`config.mk`:
```
export PLATFORM = sky130hd
export DESIGN_NAME = yuv420_quad_to_argb_unit
export DESIGN_NICKNAME = d
export VERILOG_FILES = /design/src/hdl/yqa_pkg.sv /design/src/hdl/yqa_cfg_regs.sv /design/src/hdl/yqa_lane.sv /design/src/hdl/yuv420_quad_to_argb_unit.sv
export SDC_FILE = /design/constraint.sdc
export NUM_CORES = 2
export LEC_CHECK = 0
export ABC_CLOCK_PERIOD_IN_PS = 18950
export BUFFER_PORTS_ARGS = -buffer_cell sky130_fd_sc_hd__clkbuf_2
export CORE_MARGIN = 2
export CORE_UTILIZATION = 57
export CTS_BUF_LIST = sky130_fd_sc_hd__clkbuf_4 sky130_fd_sc_hd__clkbuf_8
export DETAILED_ROUTE_END_ITERATION = 12
export PLACE_DENSITY = 0.75
export SLEW_MARGIN = 0
export SYNTH_ARGS = -nofsm -noshare
export SYNTH_HDL_FRONTEND = slang
export SYNTH_SLANG_ARGS = --single-unit
```
`constraint.sdc`:
```
create_clock -name clk_i -period 18.95 [get_ports clk_i]
set_input_delay 1.895 -clock clk_i [delete_from_list [all_inputs] [get_ports clk_i]]
set_output_delay 1.895 -clock clk_i [all_outputs]
set_load 0.05 [all_outputs]
```
`src/hdl/yqa_pkg.sv`:
```
`timescale 1ns / 1ps
// ----------------------------------------------------------------------------
// yqa_pkg
// Shared types and constants for the YUV 4:2:0 quad to ARGB converter.
// ----------------------------------------------------------------------------
package yqa_pkg;

  localparam int unsigned NumLanes  = 4;
  localparam int unsigned CoefW     = 10;
  localparam int unsigned SampleW   = 8;
  localparam int unsigned DiffW     = 9;   // signed sample minus offset
  localparam int unsigned ProdW     = 20;  // signed product / chroma term
  localparam int unsigned SumW      = 21;  // signed per-channel sum
  localparam int unsigned PixelW    = 32;

  localparam logic [DiffW-1:0] ChromaZero = 9'd128;

  typedef enum logic [2:0] {
    REG_LUMA_GAIN   = 3'd0,
    REG_LUMA_OFFSET = 3'd1,
    REG_CR_TO_RED   = 3'd2,
    REG_CR_TO_GREEN = 3'd3,
    REG_CB_TO_GREEN = 3'd4,
    REG_CB_TO_BLUE  = 3'd5,
    REG_ALPHA_VALUE = 3'd6,
    REG_UNUSED      = 3'd7
  } reg_idx_e;

  typedef struct packed {
    logic [CoefW-1:0]   luma_gain;
    logic [SampleW-1:0] luma_offset;
    logic [CoefW-1:0]   cr_to_red;
    logic [CoefW-1:0]   cr_to_green;
    logic [CoefW-1:0]   cb_to_green;
    logic [CoefW-1:0]   cb_to_blue;
    logic [SampleW-1:0] alpha_value;
  } cfg_t;

endpackage

```
`src/hdl/yqa_cfg_regs.sv`:
```
`timescale 1ns / 1ps
// ----------------------------------------------------------------------------
// yqa_cfg_regs
// APB register file holding the conversion matrix, black level and alpha.
// ----------------------------------------------------------------------------
module yqa_cfg_regs (
  input  logic              clk_i,
  input  logic              rst_ni,
  input  logic              psel,
  input  logic              penable,
  input  logic              pwrite,
  input  logic [4:0]        paddr,
  input  logic [31:0]       pwdata,
  output logic [31:0]       prdata,
  output logic              pready,
  output yqa_pkg::cfg_t     cfg_o
);
  import yqa_pkg::*;

  cfg_t     cfg_q, cfg_d;
  reg_idx_e idx;
  logic     wr_en;

  assign idx    = reg_idx_e'(paddr[4:2]);
  assign pready = 1'b1;
  assign wr_en  = psel & penable & pwrite & pready;

  always_comb begin
    cfg_d = cfg_q;
    if (wr_en) begin
      case (idx)
        REG_LUMA_GAIN:   cfg_d.luma_gain   = pwdata[CoefW-1:0];
        REG_LUMA_OFFSET: cfg_d.luma_offset = pwdata[SampleW-1:0];
        REG_CR_TO_RED:   cfg_d.cr_to_red   = pwdata[CoefW-1:0];
        REG_CR_TO_GREEN: cfg_d.cr_to_green = pwdata[CoefW-1:0];
        REG_CB_TO_GREEN: cfg_d.cb_to_green = pwdata[CoefW-1:0];
        REG_CB_TO_BLUE:  cfg_d.cb_to_blue  = pwdata[CoefW-1:0];
        REG_ALPHA_VALUE: cfg_d.alpha_value = pwdata[SampleW-1:0];
        default:         cfg_d = cfg_q;
      endcase
    end
  end

  always_comb begin
    case (idx)
      REG_LUMA_GAIN:   prdata = {22'd0, cfg_q.luma_gain};
      REG_LUMA_OFFSET: prdata = {24'd0, cfg_q.luma_offset};
      REG_CR_TO_RED:   prdata = {22'd0, cfg_q.cr_to_red};
      REG_CR_TO_GREEN: prdata = {22'd0, cfg_q.cr_to_green};
      REG_CB_TO_GREEN: prdata = {22'd0, cfg_q.cb_to_green};
      REG_CB_TO_BLUE:  prdata = {22'd0, cfg_q.cb_to_blue};
      REG_ALPHA_VALUE: prdata = {24'd0, cfg_q.alpha_value};
      default:         prdata = 32'd0;
    endcase
  end

  always_ff @(posedge clk_i or negedge rst_ni) begin
    if (!rst_ni) begin
      cfg_q.luma_gain   <= 10'd298;
      cfg_q.luma_offset <= 8'd16;
      cfg_q.cr_to_red   <= 10'd409;
      cfg_q.cr_to_green <= 10'd208;
      cfg_q.cb_to_green <= 10'd100;
      cfg_q.cb_to_blue  <= 10'd517;
      cfg_q.alpha_value <= 8'd255;
    end else begin
      cfg_q <= cfg_d;
    end
  end

  assign cfg_o = cfg_q;

endmodule

```
`src/hdl/yqa_lane.sv`:
```
`timescale 1ns / 1ps
// ----------------------------------------------------------------------------
// yqa_lane
// One pixel lane: luma plus red/blue, minus green, shifts by 8, clamps, packs.
// ----------------------------------------------------------------------------
module yqa_lane (
  input  logic signed [19:0] yt_i,
  input  logic signed [19:0] red_term_i,
  input  logic signed [19:0] green_term_i,
  input  logic signed [19:0] blue_term_i,
  input  logic [7:0]         alpha_i,
  output logic [31:0]        pixel_o
);
  import yqa_pkg::*;

  function automatic logic [7:0] clamp_q8(input logic signed [SumW-1:0] s);
    logic [7:0] res;
    if (s[SumW-1]) begin
      res = 8'd0;
    end else if (|s[SumW-2:16]) begin
      res = 8'hff;
    end else begin
      res = s[15:8];
    end
    return res;
  endfunction

  logic signed [SumW-1:0] yt_x, sum_r, sum_g, sum_b;

  assign yt_x  = {yt_i[ProdW-1], yt_i};
  assign sum_r = yt_x + {red_term_i[ProdW-1], red_term_i};
  assign sum_g = yt_x - {green_term_i[ProdW-1], green_term_i};
  assign sum_b = yt_x + {blue_term_i[ProdW-1], blue_term_i};

  assign pixel_o = {alpha_i, clamp_q8(sum_r), clamp_q8(sum_g), clamp_q8(sum_b)};

endmodule

```
`src/hdl/yuv420_quad_to_argb_unit.sv`:
```
`timescale 1ns / 1ps
// ----------------------------------------------------------------------------
// yuv420_quad_to_argb_unit
// BT.601 video-range YCbCr 2x2 quad to four packed ARGB pixels.
// Pipeline: 4 register stages (offset subtract, multiply, green term add,
//   sum/clamp into output register).
// Throughput: one quad per cycle; the whole pipe holds only on output backpressure.
// Reset: pipeline valid bits clear; registers return to BT.601 defaults, alpha 0xff.
// ----------------------------------------------------------------------------
module yuv420_quad_to_argb_unit (
  input  logic         clk_i,
  input  logic         rst_ni,
  // APB configuration
  input  logic         psel,
  input  logic         penable,
  input  logic         pwrite,
  input  logic [4:0]   paddr,
  input  logic [31:0]  pwdata,
  output logic [31:0]  prdata,
  output logic         pready,
  // input stream
  input  logic         s_axis_tvalid,
  output logic         s_axis_tready,
  // luma_top_left, luma_top_right, luma_bottom_left, luma_bottom_right,
  // chroma_blue, chroma_red (8 bits each, from bit 0)
  input  logic [47:0]  s_axis_tdata,
  // output stream
  output logic         m_axis_tvalid,
  input  logic         m_axis_tready,
  // pixel_top_left, pixel_top_right, pixel_bottom_left, pixel_bottom_right
  // (32 bits each, from bit 0)
  output logic [127:0] m_axis_tdata
);
  import yqa_pkg::*;

  cfg_t cfg;
  logic en;

  yqa_cfg_regs u_regs (
    .clk_i   (clk_i),
    .rst_ni  (rst_ni),
    .psel    (psel),
    .penable (penable),
    .pwrite  (pwrite),
    .paddr   (paddr),
    .pwdata  (pwdata),
    .prdata  (prdata),
    .pready  (pready),
    .cfg_o   (cfg)
  );

  logic v1_q, v2_q, v3_q, v4_q;

  // stage 1: centered samples
  logic signed [DiffW-1:0] ydiff_q1 [NumLanes];
  logic signed [DiffW-1:0] cb_q1, cr_q1;
  // stage 2: products
  logic signed [ProdW-1:0] yt_q2 [NumLanes];
  logic signed [ProdW-1:0] rt_q2, gcr_q2, gcb_q2, bt_q2;
  // stage 3: chroma terms
  logic signed [ProdW-1:0] yt_q3 [NumLanes];
  logic signed [ProdW-1:0] rt_q3, gt_q3, bt_q3;
  // stage 4: pixels
  logic [PixelW-1:0] pix_d4 [NumLanes];
  logic [PixelW-1:0] pix_q4 [NumLanes];

  assign en            = !v4_q || m_axis_tready;
  assign s_axis_tready = en;
  assign m_axis_tvalid = v4_q;

  always_ff @(posedge clk_i or negedge rst_ni) begin
    if (!rst_ni) begin
      v1_q <= 1'b0;
      v2_q <= 1'b0;
      v3_q <= 1'b0;
      v4_q <= 1'b0;
    end else if (en) begin
      v1_q <= s_axis_tvalid;
      v2_q <= v1_q;
      v3_q <= v2_q;
      v4_q <= v3_q;
    end
  end

  always_ff @(posedge clk_i) begin
    if (en) begin
      for (int i = 0; i < NumLanes; i++) begin
        ydiff_q1[i] <= $signed({1'b0, s_axis_tdata[i*SampleW +: SampleW]})
                     - $signed({1'b0, cfg.luma_offset});
      end
      cb_q1 <= $signed({1'b0, s_axis_tdata[4*SampleW +: SampleW]}) - $signed(ChromaZero);
      cr_q1 <= $signed({1'b0, s_axis_tdata[5*SampleW +: SampleW]}) - $signed(ChromaZero);

      for (int i = 0; i < NumLanes; i++) begin
        yt_q2[i] <= ProdW'($signed({1'b0, cfg.luma_gain})) * ProdW'(ydiff_q1[i]);
      end
      rt_q2  <= ProdW'($signed({1'b0, cfg.cr_to_red})) * ProdW'(cr_q1);
      gcr_q2 <= ProdW'($signed({1'b0, cfg.cr_to_green})) * ProdW'(cr_q1);
      gcb_q2 <= ProdW'($signed({1'b0, cfg.cb_to_green})) * ProdW'(cb_q1);
      bt_q2  <= ProdW'($signed({1'b0, cfg.cb_to_blue})) * ProdW'(cb_q1);

      yt_q3 <= yt_q2;
      rt_q3 <= rt_q2;
      gt_q3 <= gcr_q2 + gcb_q2;
      bt_q3 <= bt_q2;

      pix_q4 <= pix_d4;
    end
  end

  for (genvar g = 0; g < NumLanes; g++) begin : g_lane
    yqa_lane u_lane (
      .yt_i         (yt_q3[g]),
      .red_term_i   (rt_q3),
      .green_term_i (gt_q3),
      .blue_term_i  (bt_q3),
      .alpha_i      (cfg.alpha_value),
      .pixel_o      (pix_d4[g])
    );
    assign m_axis_tdata[g*PixelW +: PixelW] = pix_q4[g];
  end

endmodule

```
==> metrics.md <==
| Metric | Value |
|---|---|
| Layout cell share with drive strength beyond 1 | `0.1008` |
| CTS resizes | `0` |
| Fin Setup TNS | `0 ns` |
| Fillcell total | `approximately 7,400` |
| Crit path launch type | `flip-flop` |
| TritonCTS Buffers | `87` |
| IO buf count | `207` |
| Placement Rows | `around 110` |
| Crit path arrival time | `6.74 ns` |
| DRC marker count from the first detailed-route iteration | `2,439` |
| Die Y | `307.3 um` |
| Crit path required time | `a little under 20 ns` |
| Post-layout nets | `6,454` |
| Clock latency at the later pin of the worst-skew pair | `between 0.7 and 0.8 ns` |
| Tmin final | `6.255 ns` |
| DR pass1 iterations | `5` |
| Area share of the largest cell type after synthesis | `0.2612` |
| Synth cell count leaders | `ha_1, inv_1, fa_1, edfxtp_1, nand2_1` |
| Asr flop ratio synth | `0.1331` |
| Clock skew | `0.04124 ns` |
| Top_reg_cell synth | `edfxtp_1` |
| Max-cap viol count | `0` |
| Post-route clock period utilization | `0.3301` |
| CTS Hold Bufs | `0` |
| Finished Layout Cells | `6,426` |
| Pin count of the biggest net entering global routing | `approximately 200` |
| CTS tree | `yes` |
| Design area | `56,150 sq um` |
| Clk slew on worst S/H paths | `0.06 ns` |
| CTS Sinks | `about 530` |
| Via density | `5.714` |
| Worst-margin pin slew | `1.167 ns` |
| Initial antenna violation count | `1` |
| WS Path Type | `reg -> reg` |
| Wire per inst | `18.91 um` |
| Vias post-DR | `36,720` |
| YS warnings | `0` |
| Grt ovf | `0` |
| First-pass GRT wire length | `193,200 um` |
| Final Hold Viols | `0` |
| Yosys top cell by area | `edfxtp_1` |
| Distinct cells, synth | `91` |
| H-Tree Depth | `3` |
| DIE WIDTH | `a little over 300 um` |
| Core box area | `91,390 sq um` |
| EDFF count, synth | `456` |
| Critical path fanouts, max | `38` |
| Placer Congestion | `0.9102` |
| Area of the die | `94,420 sq um` |
| Post-synthesis cell count | `about 5,000` |
| CTS root buffer | `clkbuf_8` |
| Synth Register Bits | `about 530` |
| Slew Viols, Final | `0` |
| Hold crit path type | `reg -> reg` |
| Count leader, synth | `ha_1` |
| RSZ-0062 raised after global routing | `no` |
| Critical Path End Type | `flip-flop` |
| Number of global-route vias before repair | `36,450` |
| Area added between synthesis and finish | `7.095%` |
| WL final | `121,500 um` |
| Initial core utilization | `0.5737` |
| Routed Antenna Nets | `0` |
| Placed inst area | `approximately 54,000 sq um` |
| Max Freq | `159.9 MHz` |
| Syn Area/Cell | `10.42 sq um` |
| Setup bufs post-CTS | `0` |
| Status | `completed` |
| Gr usage total | `0.2607` |
| Ports | `between 200 and 300` |
| Worst slew margin | `0.2163` |
| Setup ws final | `12.69 ns` |
| Dpl cells | `6,263` |
| Buffer depth of the longest clock path | `3` |
| Synthesized cell area | `52,430 sq um` |
| Seq/Total Area, Yosys | `0.2952` |
| DRC violations left | `0` |
| Setup Viol. Count Final | `0` |
| Setup slack at placement | `12.75 ns` |
| Top cells by area, synth | `edfxtp_1, fa_1, ha_1, inv_1, and2_1` |
| Final HPWL DP | `96,960 um` |
[state kept, by name (all words and copies together) (netlist names), 20 cells and up]
| name | flops |
|---|---|
| ydiff_q1 | 36 |
| yt_q3 | 80 |
| m_axis_tdata | 104 |
| rt_q3 | 20 |
| rt_q2 | 20 |
| bt_q3 | 20 |
| yt_q2 | 80 |
| gcr_q2 | 20 |
| gt_q3 | 20 |
| bt_q2 | 20 |
| gcb_q2 | 20 |
| u_regs.cfg_o | 66 |
[cell usage in the layout (no fill, tap or decap), types with 75 or more instances in the layout]
cell type	n
xor2_1	92
o21ai_0	104
a21o_1	85
nor2_1	173
xnor2_1	130
and2_1	335
nor2b_1	99
fa_1	461
inv_1	658
nand2_1	444
edfxtp_1	456
clkbuf_2	206
ha_1	735
clkbuf_8	88
o21a_1	75
a21oi_1	209
[cell type report]
type                       count  area (sq um)  share of cell area
sequential                   526         15480              0.2757
clock inverter                47         484.2            0.008624
inverter                     659          2474             0.04406
multi-input combinational   3667         33630              0.5989
timing repair buffer         225          1186             0.02113
tap                         1186          1484             0.02643
antenna                        2         5.005          0.00008914
clock buffer                 114          1406             0.02505
[worst paths after layout]
check	start	to	slack, ns	depth (start not counted)
min in group asynchronous	rst_ni	v3_q	1.27	1
max	u_regs.cfg_o[61]	yt_q2[58]	12.69	18
max in group asynchronous	rst_ni	u_regs.cfg_o[56]	17.06	1
min	yt_q2[71]	yt_q3[71]	0.41	0
max reg2reg	u_regs.cfg_o[61]	yt_q2[58]	12.69	18
min reg2reg	yt_q2[71]	yt_q3[71]	0.41	0
[per-stage QoR]
step           hold WS, ns    util
2_1_floorplan       0.4003       -
3_3_place_gp        0.4019  0.5937
3_5_place_dp        0.4045  0.5937
4_1_cts             0.4132  0.6143
5_1_grt             0.4217  0.6144
6_report            0.4136  0.6144
[worst max-delay path: stages, from the launching register on]
cell      delay (ns)
dfstp_2         1.06
nand2_1         0.15
fa_1            0.51
inv_1           0.05
fa_1            0.50
inv_1           0.05
fa_1            0.52
inv_1           0.04
fa_1            0.43
ha_1            0.28
ha_1            0.31
a21oi_1         0.22
o21ai_1         0.09
a21o_1          0.20
a21oi_1         0.19
o21ai_1         0.12
o41ai_1         0.56
or4b_1          0.49
o211ai_1        0.18
[per-layer routing]
layer	vias to the layer above	track usage	wire [um]
met5	-	0	0
met4	0	0.1007	4978
met3	241	0.03606	6598
met2	1022	0.4351	57500
met1	18140	0.3458	52460
li1	17320	-	-
[kinds of logic (layout without fill, tap and decap cells)]
family / count (synthesis) / after routing / synth area share
xor gates and xnor gates: 222 / 222 / 0.03709
other: 2 / 25 / 0.0001432
DFF: 526 / 526 / 0.2952
AOI/OAI and AO/OA: 737 / 737 / 0.09451
buffers and inverters: 860 / 1045 / 0.06496
adders and majority gates: 1196 / 1196 / 0.3514
and+or+nand+nor: 1393 / 1393 / 0.1354
muxes: 96 / 96 / 0.02122
Power is left out: the tool's default activity adds up to more than one toggle a clock period on the data nets, which glitch-free logic cannot reach.
